==> src/rtl/core/sswm_pkg.sv <==
// shared types and constants for the streaming string wait matcher
`default_nettype none
package sswm_pkg;

  localparam int MAX_PATTERN_BYTES = 8;
  localparam int PAT_W  = 64;
  localparam int LEN_W  = 4;
  localparam int PROG_W = 4;
  localparam int STS_W  = 2;
  localparam int CNT_W  = $clog2(MAX_PATTERN_BYTES + 1);
  localparam int IDX_W  = (MAX_PATTERN_BYTES > 1) ? $clog2(MAX_PATTERN_BYTES) : 1;
  localparam int ADDR_W = 4;
  localparam int DATA_W = 64;

  typedef enum logic [0:0] {
    CMD_BYTE    = 1'b0,
    CMD_TIMEOUT = 1'b1
  } cmd_t;

  typedef enum logic [STS_W-1:0] {
    STS_WAITING = 2'd0,
    STS_FOUND   = 2'd1,
    STS_TIMEOUT = 2'd2
  } sts_t;

  typedef enum logic [0:0] {
    REG_PATTERN = 1'b0,
    REG_LENGTH  = 1'b1
  } reg_idx_t;

  typedef struct packed {
    logic load;
    logic commit;
  } ctl_cmd_t;

endpackage
`default_nettype wire

==> src/rtl/core/sswm_if.sv <==
// valid/ready stream interfaces for the input and result words
`default_nettype none
interface sswm_in_if;
  logic       valid;
  logic       ready;
  logic       cmd;
  logic [7:0] rx_byte;
  modport source (output valid, output cmd, output rx_byte, input ready);
  modport sink   (input valid, input cmd, input rx_byte, output ready);
endinterface

interface sswm_out_if;
  logic       valid;
  logic       ready;
  logic [1:0] status;
  logic [3:0] progress;
  modport source (output valid, output status, output progress, input ready);
  modport sink   (input valid, input status, input progress, output ready);
endinterface
`default_nettype wire

==> src/rtl/core/sswm_ctrl.sv <==
// controller: sequences load, evaluate and result handoff
`default_nettype none
module sswm_ctrl
  import sswm_pkg::*;
(
  input  wire logic     clk,
  input  wire logic     rst_n,
  input  wire logic     in_valid,
  output logic          in_ready,
  output logic          out_valid,
  input  wire logic     out_ready,
  output ctl_cmd_t      cmd
);

  typedef enum logic [1:0] {
    ST_IDLE = 2'b01,
    ST_CALC = 2'b10
  } state_t;

  state_t state_r, state_nxt;
  logic   out_valid_r, out_valid_nxt;

  always_comb begin
    state_nxt  = state_r;
    cmd.load   = 1'b0;
    cmd.commit = 1'b0;
    in_ready   = 1'b0;
    case (state_r)
      ST_IDLE: begin
        in_ready = 1'b1;
        if (in_valid) begin
          cmd.load  = 1'b1;
          state_nxt = ST_CALC;
        end
      end
      ST_CALC: begin
        // result register free or being drained this cycle
        if (!out_valid_r || out_ready) begin
          cmd.commit = 1'b1;
          state_nxt  = ST_IDLE;
        end
      end
      default: state_nxt = ST_IDLE;
    endcase
  end

  always_comb begin
    out_valid_nxt = out_valid_r;
    if (cmd.commit) begin
      out_valid_nxt = 1'b1;
    end else if (out_ready) begin
      out_valid_nxt = 1'b0;
    end
  end

  always_ff @(posedge clk) begin
    if (!rst_n) begin
      state_r     <= ST_IDLE;
      out_valid_r <= 1'b0;
    end else begin
      state_r     <= state_nxt;
      out_valid_r <= out_valid_nxt;
    end
  end

  assign out_valid = out_valid_r;

endmodule
`default_nettype wire

==> src/rtl/core/sswm_dp.sv <==
// datapath: pattern registers, comparator cells and match count
`default_nettype none
module sswm_dp
  import sswm_pkg::*;
(
  input  wire logic              clk,
  input  wire logic              rst_n,
  input  wire ctl_cmd_t          cmd,
  input  wire logic              in_cmd,
  input  wire logic [7:0]        in_byte,
  input  wire logic              cfg_we,
  input  wire reg_idx_t          cfg_sel,
  input  wire logic [DATA_W-1:0] cfg_wdata,
  output logic [PAT_W-1:0]       pattern,
  output logic [LEN_W-1:0]       length,
  output logic [STS_W-1:0]       status,
  output logic [PROG_W-1:0]      progress
);

  logic [PAT_W-1:0]  pattern_r;
  logic [LEN_W-1:0]  length_r;
  logic [CNT_W-1:0]  cnt_r;
  logic              in_cmd_r;
  logic [7:0]        in_byte_r;
  logic [STS_W-1:0]  status_r;
  logic [PROG_W-1:0] progress_r;

  logic [7:0]        pb [MAX_PATTERN_BYTES];
  logic [LEN_W-1:0]  len_eff;
  logic [CNT_W-1:0]  lim;
  logic [CNT_W-1:0]  c;
  logic [CNT_W-1:0]  c_inc;
  logic              hit;
  logic [MAX_PATTERN_BYTES-1:0] cand;
  logic [CNT_W-1:0]  best;
  logic [CNT_W-1:0]  idx;
  logic [CNT_W-1:0]  cnt_nxt;
  sts_t              sts_nxt;

  always_comb begin
    for (int j = 0; j < MAX_PATTERN_BYTES; j++) begin
      pb[j] = pattern_r[8*j +: 8];
    end

    if (length_r == '0) begin
      len_eff = LEN_W'(1);
    end else if (length_r > LEN_W'(MAX_PATTERN_BYTES)) begin
      len_eff = LEN_W'(MAX_PATTERN_BYTES);
    end else begin
      len_eff = length_r;
    end
    lim   = CNT_W'(len_eff - LEN_W'(1));
    c     = (cnt_r > lim) ? lim : cnt_r;
    c_inc = c + CNT_W'(1);
    hit   = (pb[c[IDX_W-1:0]] == in_byte_r);

    // one cell per candidate suffix length k
    cand = '0;
    idx  = '0;
    for (int k = 1; k < MAX_PATTERN_BYTES; k++) begin
      cand[k] = (CNT_W'(k) <= c) && (in_byte_r == pb[k-1]);
      for (int i = 0; i < MAX_PATTERN_BYTES - 1; i++) begin
        if (i < k - 1) begin
          idx = c_inc - CNT_W'(k) + CNT_W'(i);
          if (pb[idx[IDX_W-1:0]] != pb[i]) begin
            cand[k] = 1'b0;
          end
        end
      end
    end

    // longest surviving suffix
    best = '0;
    for (int k = 1; k < MAX_PATTERN_BYTES; k++) begin
      if (cand[k]) begin
        best = CNT_W'(k);
      end
    end

    if (in_cmd_r == CMD_TIMEOUT) begin
      sts_nxt = STS_TIMEOUT;
      cnt_nxt = '0;
    end else if (hit) begin
      if (LEN_W'(c_inc) == len_eff) begin
        sts_nxt = STS_FOUND;
        cnt_nxt = '0;
      end else begin
        sts_nxt = STS_WAITING;
        cnt_nxt = c_inc;
      end
    end else begin
      sts_nxt = STS_WAITING;
      cnt_nxt = best;
    end
  end

  always_ff @(posedge clk) begin
    if (!rst_n) begin
      pattern_r <= '0;
      length_r  <= LEN_W'(1);
      cnt_r     <= '0;
    end else begin
      if (cfg_we) begin
        case (cfg_sel)
          REG_PATTERN: pattern_r <= cfg_wdata[PAT_W-1:0];
          REG_LENGTH:  length_r  <= cfg_wdata[LEN_W-1:0];
          default: ;
        endcase
      end
      if (cmd.commit) begin
        cnt_r <= cnt_nxt;
      end
    end
  end

  always_ff @(posedge clk) begin
    if (cmd.load) begin
      in_cmd_r  <= in_cmd;
      in_byte_r <= in_byte;
    end
    if (cmd.commit) begin
      status_r   <= sts_nxt;
      progress_r <= PROG_W'(cnt_nxt);
    end
  end

  assign pattern  = pattern_r;
  assign length   = length_r;
  assign status   = status_r;
  assign progress = progress_r;

endmodule
`default_nettype wire

==> src/rtl/core/stream_string_wait_matcher_core.sv <==
// top level of the streaming string wait matcher
// a taken word is registered; its result is registered onto out_ch when committed
// the controller's load/evaluate sequence takes no new word while one is evaluated
// a new word is taken while the previous result still waits on out_ch
// reset (rst_n low, synchronous): match count 0, pattern 0, length 1, no result pending
// all suffix candidates are compared in parallel cells in the evaluate cycle
`default_nettype none
module stream_string_wait_matcher_core
  import sswm_pkg::*;
(
  input  wire logic              clk,
  input  wire logic              rst_n,
  sswm_in_if.sink                in_ch,
  sswm_out_if.source             out_ch,
  input  wire logic              cfg_psel,
  input  wire logic              cfg_penable,
  input  wire logic              cfg_pwrite,
  input  wire logic [ADDR_W-1:0] cfg_paddr,
  input  wire logic [DATA_W-1:0] cfg_pwdata,
  output logic [DATA_W-1:0]      cfg_prdata,
  output logic                   cfg_pready
);

  ctl_cmd_t          cmd;
  logic              cfg_we;
  reg_idx_t          cfg_sel;
  logic [PAT_W-1:0]  pattern;
  logic [LEN_W-1:0]  length;

  // apb: no wait states, register select by 8-byte slot
  assign cfg_pready = 1'b1;
  assign cfg_we     = cfg_psel && cfg_penable && cfg_pwrite;
  assign cfg_sel    = reg_idx_t'(cfg_paddr[3]);

  // read back mux
  always_comb begin
    case (cfg_sel)
      REG_PATTERN: cfg_prdata = DATA_W'(pattern);
      REG_LENGTH:  cfg_prdata = DATA_W'(length);
      default:     cfg_prdata = '0;
    endcase
  end

  // controller owns the handshakes and the result-valid flag
  sswm_ctrl u_ctrl (
    .clk       (clk),
    .rst_n     (rst_n),
    .in_valid  (in_ch.valid),
    .in_ready  (in_ch.ready),
    .out_valid (out_ch.valid),
    .out_ready (out_ch.ready),
    .cmd       (cmd)
  );

  // datapath holds the word, the pattern and the running match count
  sswm_dp u_dp (
    .clk       (clk),
    .rst_n     (rst_n),
    .cmd       (cmd),
    .in_cmd    (in_ch.cmd),
    .in_byte   (in_ch.rx_byte),
    .cfg_we    (cfg_we),
    .cfg_sel   (cfg_sel),
    .cfg_wdata (cfg_pwdata),
    .pattern   (pattern),
    .length    (length),
    .status    (out_ch.status),
    .progress  (out_ch.progress)
  );

endmodule
`default_nettype wire

==> src/flat_wrapper.sv <==
// flat-port wrapper written by rule: the top's interface ports become plain ports
module stream_string_wait_matcher_core_flat import sswm_pkg::*;
  (clk, rst_n, cfg_psel, cfg_penable, cfg_pwrite, cfg_paddr, cfg_pwdata, cfg_prdata, cfg_pready, in_ch_valid, in_ch_cmd, in_ch_rx_byte, in_ch_ready, out_ch_valid, out_ch_status, out_ch_progress, out_ch_ready);
  sswm_in_if in_ch_i ();
  sswm_out_if out_ch_i ();
  input  wire logic clk;
  input  wire logic rst_n;
  input  wire logic cfg_psel;
  input  wire logic cfg_penable;
  input  wire logic cfg_pwrite;
  input  wire logic [ADDR_W-1:0] cfg_paddr;
  input  wire logic [DATA_W-1:0] cfg_pwdata;
  output logic [DATA_W-1:0] cfg_prdata;
  output logic cfg_pready;
  input wire logic [$bits(in_ch_i.valid)-1:0] in_ch_valid;
  input wire logic [$bits(in_ch_i.cmd)-1:0] in_ch_cmd;
  input wire logic [$bits(in_ch_i.rx_byte)-1:0] in_ch_rx_byte;
  output wire logic [$bits(in_ch_i.ready)-1:0] in_ch_ready;
  output wire logic [$bits(out_ch_i.valid)-1:0] out_ch_valid;
  output wire logic [$bits(out_ch_i.status)-1:0] out_ch_status;
  output wire logic [$bits(out_ch_i.progress)-1:0] out_ch_progress;
  input wire logic [$bits(out_ch_i.ready)-1:0] out_ch_ready;
  assign in_ch_i.valid = in_ch_valid;
  assign in_ch_i.cmd = in_ch_cmd;
  assign in_ch_i.rx_byte = in_ch_rx_byte;
  assign in_ch_ready = in_ch_i.ready;
  assign out_ch_valid = out_ch_i.valid;
  assign out_ch_status = out_ch_i.status;
  assign out_ch_progress = out_ch_i.progress;
  assign out_ch_i.ready = out_ch_ready;
  stream_string_wait_matcher_core u_core (.clk(clk), .rst_n(rst_n), .in_ch(in_ch_i), .out_ch(out_ch_i), .cfg_psel(cfg_psel), .cfg_penable(cfg_penable), .cfg_pwrite(cfg_pwrite), .cfg_paddr(cfg_paddr), .cfg_pwdata(cfg_pwdata), .cfg_prdata(cfg_prdata), .cfg_pready(cfg_pready));
endmodule
==> config.mk <==
export PLATFORM = sky130hd
export DESIGN_NAME = stream_string_wait_matcher_core_flat
export DESIGN_NICKNAME = d
export VERILOG_FILES = /design/src/rtl/core/sswm_pkg.sv /design/src/rtl/core/sswm_if.sv /design/src/rtl/core/sswm_ctrl.sv /design/src/rtl/core/sswm_dp.sv /design/src/rtl/core/stream_string_wait_matcher_core.sv /design/src/flat_wrapper.sv
export SDC_FILE = /design/constraint.sdc
export NUM_CORES = 1
export LEC_CHECK = 0
export BUFFER_PORTS_ARGS = -buffer_cell sky130_fd_sc_hd__buf_2
export CORE_MARGIN = 1
export CORE_UTILIZATION = 60
export CTS_CLUSTER_DIAMETER = 40
export DETAILED_ROUTE_END_ITERATION = 8
export PLACE_DENSITY_LB_ADDON = 0.15
export RECOVER_POWER = 100
export SYNTH_ARGS = -nofsm -noshare
export SYNTH_HDL_FRONTEND = slang
export SYNTH_SLANG_ARGS = --single-unit
==> constraint.sdc <==
create_clock -name clk -period 9 [get_ports clk]
set_input_delay 0.45 -clock clk [delete_from_list [all_inputs] [get_ports clk]]
set_output_delay 0.45 -clock clk [all_outputs]
set_load 0.01 [all_outputs]
# Word level (Yosys, flattened, before mapping)
# Cells that the tools add are included.
[word_totals]
reg_bits = 90
in_bits = 84
output_inout_bits = 73
wordCells = 252
[op_classes]
addsub = 23
magnitude_cmp = 31
n_eq_ne = 34
muxes = 113
n_bitwise = 24
reduce_logical = 17
[op_table]
columns = ["op", "count"]
rows = [
  ["$bmux 8 s3", 22],
  ["$mux 8", 44],
  ["$ne 8x8->1", 21],
  ["$pmux 64 s2", 1],
  ["$ge 4x4->1 const B", 22],
  ["$not 3->4", 22],
  ["$eq 8x8->1", 8],
  ["$mux 4", 12],
  ["$mux 1", 30],
  ["$add 3x2->3 const B", 7],
  ["$le 3x4->1 const A", 4],
  ["$add 3x1->3 const B", 5],
  ["$sub 3x3->3 const B", 4],
  ["$add 3x3->3 const B", 3],
  ["$logic_and 1x1->1", 9],
  ["$le 2x4->1 const A", 2],
  ["$mux 2", 3],
  ["$reduce_and 2->1", 3],
  ["$sub 3x2->3 const B", 2],
  ["$add 4x1->4 const B", 1],
  ["$eq 4x4->1", 1],
  ["$gt 4x4->1", 1],
  ["$gt 4x4->1 const B", 1],
  ["$le 1x4->1 const A", 1],
  ["11 further kinds", 13],
]

# Longest topological paths before layout
[depth]
ltp_word = 22
depth_mapped = 31
ltp_nobuf = 23

# By module
# A second synthesis with hierarchy kept.
[unflattened]
hier_cells = 1709
hier_area_um2 = 12883.6
[modules_own_cells]
columns = ["mod", "instances", "cells_each", "area_each_um2", "seq_area_each_um2"]
rows = [
  ["sswm_dp", 1, 1622, 12218.0, 1891.8],
  ["stream_string_wait_matcher_core", 1, 74, 531.8, 0.0],
  ["sswm_ctrl", 1, 13, 133.9, 60.1],
]

# Worst setup path before layout
# No wires, ideal clock.
[synth_path]
path_type = "reg2reg"
from = "register u_core.u_dp.length_r[0] (netlist: u_core.u_dp.length[0])"
to = "register u_core.u_dp.cnt_r[0]"
setup_ns = 0.059
arrival_ns = 6.288
required_ns = 8.941
slack_ns = 2.652
stages_incl_launch_ff = 29
n_path_buf = 9
synth_period_minus_slack_ns = 6.348
cell_sequence = "dfxtp_1 buf_2 nand2b_1 o21ai_0 inv_1 ha_1 o211ai_1 a211oi_2 or2_1 buf_6 buf_6 buf_4 buf_1 buf_1 inv_1 ha_1 buf_2 buf_1 buf_1 mux2i_1 mux2i_1 a222oi_1 nand3_1 or4_1 o2bb2ai_1 a21oi_1 o211a_1 o41ai_1 and2_1"
[synth_via]
elab_chain_cells = 22
elab_cells_between_ends = 185
classes_between = "23 x add/sub; 9 x order compare; 23 x eq/ne; 100 x mux; 22 x bitwise; 8 x reduce/logical"
[synth_rtl]
columns = ["element", "line", "text"]
rows = [
  ["start, declared", "sswm_dp.sv:21", "logic [LEN_W-1:0] length_r;"],
  ["start signal, assigned", "sswm_dp.sv:106", "REG_LENGTH: length_r <= cfg_wdata[LEN_W-1:0];"],
  ["$gt 4x4->1", "sswm_dp.sv:47", "end else if (length_r > LEN_W'(MAX_PATTERN_BYTES)) begin"],
  ["$mux 4", "sswm_dp.sv:47", ""],
  ["$mux 4 *", "sswm_dp.sv:45", "if (length_r == '0) begin"],
  ["$sub 4x1->4", "sswm_dp.sv:52", "lim = CNT_W'(len_eff - LEN_W'(1));"],
  ["$gt 4x4->1", "sswm_dp.sv:53", "c = (cnt_r > lim) ? lim : cnt_r;"],
  ["$mux 4", "sswm_dp.sv:53", ""],
  ["$add 4x1->4", "sswm_dp.sv:54", "c_inc = c + CNT_W'(1);"],
  ["$sub 3x2->3 or $sub 3x3->3 (tied branches)", "sswm_dp.sv:64", "idx = c_inc - CNT_W'(k) + CNT_W'(i);"],
  ["(+3 left out)", "n/a", ""],
  ["$mux 8 (not written as such)", "sswm_dp.sv:65", "if (pb[idx[IDX_W-1:0]] != pb[i]) begin"],
  ["$mux 8 (not written as such) or $ne 8x8->1 (tied branches)", "sswm_dp.sv:65", ""],
  ["$ne 8x8->1 or $mux 1 (tied branches)", "sswm_dp.sv:65", ""],
  ["$mux 1 or $mux 4 (tied branches)", "sswm_dp.sv:65, sswm_dp.sv:75", ""],
  ["$mux 4 or $mux 1 (tied branches) (4 in series)", "sswm_dp.sv:75, sswm_dp.sv:65", ""],
  ["$mux 4", "sswm_dp.sv:75", "if (cand[k]) begin"],
  ["$mux 4 *", "sswm_dp.sv:83", "end else if (hit) begin"],
  ["$mux 4 *", "sswm_dp.sv:80", "if (in_cmd_r == CMD_TIMEOUT) begin"],
  ["end signal, assigned", "sswm_dp.sv:111", "cnt_r <= cnt_nxt;"],
  ["end, declared", "sswm_dp.sv:22", "logic [CNT_W-1:0] cnt_r;"],
]
# Mark *: on every way between the ends. The rest lies on a longest branch, timed or not. The select of a mux whose other input is x is not followed.
# A chain may end at the register's enable or synchronous reset.

# Final worst setup path
# Ends and elaborated chain as after synthesis.

==> impl_metrics.json <==
{
  "place_inst": 1733,
  "drt_first_pass_iters": 8,
  "drv_cap": 3,
  "layout.cells.non_filler": 1750,
  "cts_tree": "done",
  "yosysSeqAreaShare": 0.1684,
  "violations": "max-capacitance violations, max-slew violations",
  "critPathKind": "reg -> reg",
  "synth_warnings": 0,
  "tns_ns": 0,
  "status": "finished with violations",
  "path_max_fanout": 25,
  "port_buffers": 152,
  "row_count": 50,
  "ant_nets": 0,
  "yosysTopAreaCell": "mux2i_1",
  "tightest_slew_ns": 3.486,
  "numCtsBuffers": 9,
  "layout_common_cells": "186 x mux2i_1, 170 x nand2_1, 161 x xnor2_1",
  "initial_core_util": 0.6155,
  "ys.flop_type": "dfxtp_1",
  "finalCritPeriodShare": 0.8508,
  "finClkSkew_ns": 0.01426,
  "synth_area_per_cell_um2": 8.191,
  "die_h_um": 141.0,
  "irDropWorstVdd_mv": 0.1006,
  "rsz0062_at_grt": "false",
  "hpwlAfterDp_um": 33710,
  "viasPerCell": 6.773,
  "synthCells": 1415,
  "drcViolationCount": 0,
  "cts.sinks": 90,
  "synth_cell_types": 88,
  "worstSetupEndpointType": "register",
  "hp-class": "in -> reg",
  "grt_pass1_wl_um": 69010,
  "grt_pass1_vias": 10780,
  "async_flop_share": 0,
  "synth_area_leaders": "mux2i_1 16%, dfxtp_1 13%, xnor2_1 12%",
  "dieArea_mm2": 0.01988,
  "final_common_cell": "mux2i_1",
  "clk_pin_slew_ns": 0.08,
  "fin_crit_ns": 7.657,
  "cts_setup_buffers": 0,
  "p_per_area_mw_per_mm2": 85.34,
  "root_buffer": "clkbuf_16",
  "power.leakage_nw": 4.709,
  "hold_violations": 0,
  "antenna_found_initial": 1,
  "drv_slew": 213,
  "syn-cell-area_mm2": 0.01159,
  "gp_congestion": 1.072,
  "fillers": 1636,
  "overflow": 0,
  "max_freq_mhz": 130.6,
  "maxSlewHeadroom": -1.324,
  "grt_max_degree": 77,
  "pin_count": 157,
  "yosysTopAreaCellShare": 0.1606,
  "drtIter0Drc": 1481,
  "coreArea_mm2": 0.01883,
  "clk_latency_ns": 0.36,
  "clk_path_buf_depth": 2,
  "grt_usage": 0.4752,
  "synth_edf_count": 15,
  "cts_hold_buf": 0,
  "finalNetCount": 1577,
  "die_w_um": 141.0,
  "drive_gt1_frac": 0.1437,
  "startpoint_type": "register",
  "ys_ff_latch": 90,
  "drt_wl_total_um": 47240,
  "cts_resized": 0,
  "htreeDepth": 3,
  "cp.arrival_ns": 7.91,
  "cp.required_ns": 9.25,
  "setup_viol": 0,
  "wl_per_cell_um": 27.00,
  "vias": 11850,
  "syn2layout_area_growth_pct": 8.507
}
[layout make-up]
cell class                      instances  area [um2]  area share
Tap cell                              260       325.3     0.02587
Clock inverter                          7       81.33    0.006467
Clock buffer                            9       225.2     0.01791
Timing Repair Buffer                  195       989.7     0.07870
Sequential cell                        90        1952      0.1552
Multi-Input combinational cell       1167        8916      0.7090
Inverter                               21       83.83    0.006666
Antenna cell                            1       2.502   0.0001990
[cell usage after synthesis (27+ instances only)]
cell type,n
o21ai_0,49
a21oi_1,37
nor2b_1,62
xor2_1,49
clkbuf_1,81
nor2_1,55
nor3_1,27
nand2_1,170
mux2i_1,186
dfxtp_1,75
mux4_2,28
xnor2_1,161
a21boi_0,66
[metrics by stage]
step	util	total power, mW	instance area (um2)	setup slack (ns)	hold WS (ns)
2_1_floorplan	-	0.5853	11590	2.652	0.4568
3_3_place_gp	0.6564	0.6658	12360	2.189	0.4775
3_5_place_dp	0.6564	0.6683	12360	2.112	0.5026
4_1_cts	0.6727	1.063	12670	2.072	0.2488
5_1_grt	0.6678	1.101	12580	0.8812	0.2471
6_report	0.6678	1.073	12580	1.343	0.2544
[report_power, final]
group	total, mW	internal (mW)	switching (mW)	leakage, nW
registers	0.448	0.419	0.0287	0.759
logic	0.224	0.0934	0.130	3.80
clock network	0.402	0.199	0.203	0.150
total	1.07	0.711	0.362	4.71
[worst paths after layout]
kind / start / end / slack (ns) / cells past startpoint
hold / removal: in_ch_rx_byte[4] / u_core.u_dp.in_byte_r[4] / 0.25 / 1
hold reg to reg: u_core.u_dp.pattern[58] / u_core.u_dp.pattern[58] / 0.52 / 2
setup / recovery: u_core.u_dp.length[0] / u_core.u_dp.cnt_r[0] / 1.34 / 18
setup reg to reg: u_core.u_dp.length[0] / u_core.u_dp.cnt_r[0] / 1.34 / 18
[layer usage]
metal | GRT usage | routed length [um]
met4 | 0.2975 | 3240
met2 | 0.6784 | 19300
met5 | 0 | 0
met3 | 0.1342 | 6504
met1 | 0.6299 | 18200
[kinds of logic (layout without fill, tap and decap cells)]
| family | count (synthesis) | count (layout) | synth area share |
|---|---|---|---|
| muxes | 240 | 240 | 0.2423 |
| adders and majority gates | 9 | 9 | 0.009716 |
| AOI/OAI and AO/OA | 250 | 250 | 0.1509 |
| and+or+nand+nor | 449 | 449 | 0.1938 |
| other | 1 | 3 | 0.0003236 |
| xor gates and xnor gates | 217 | 217 | 0.1711 |
| DFF | 90 | 90 | 0.1684 |
| buffers and inverters | 159 | 232 | 0.06348 |
[flip-flops by register name, summed over array words and instances (netlist names), 2 cells and up]
register and flops:
u_core.u_ctrl.state_r 2, u_core.u_dp.cnt_r 4, u_core.u_dp.in_byte_r 8, u_core.u_dp.length 4
u_core.u_dp.pattern 64, u_core.u_dp.progress 4, u_core.u_dp.status 2
[worst max-delay path, cell delays in order (launching register included)]
cell       delay, ns
dfxtp_1         0.52
o21a_1          0.18
nor2_1          0.06
ha_1            0.36
nand3_1         0.14
and3b_1         0.56
or2_0           1.04
inv_1           0.18
ha_2            0.89
xnor3_1         0.73
xor2_1          0.57
nand3_1         0.13
a2111oi_1       0.49
nand4_1         0.31
nor4_1          0.71
and3_1          0.27
o211a_1         0.18
o41ai_1         0.08
and2_0          0.16
Note: power is estimated with default switching activity, not from simulation.
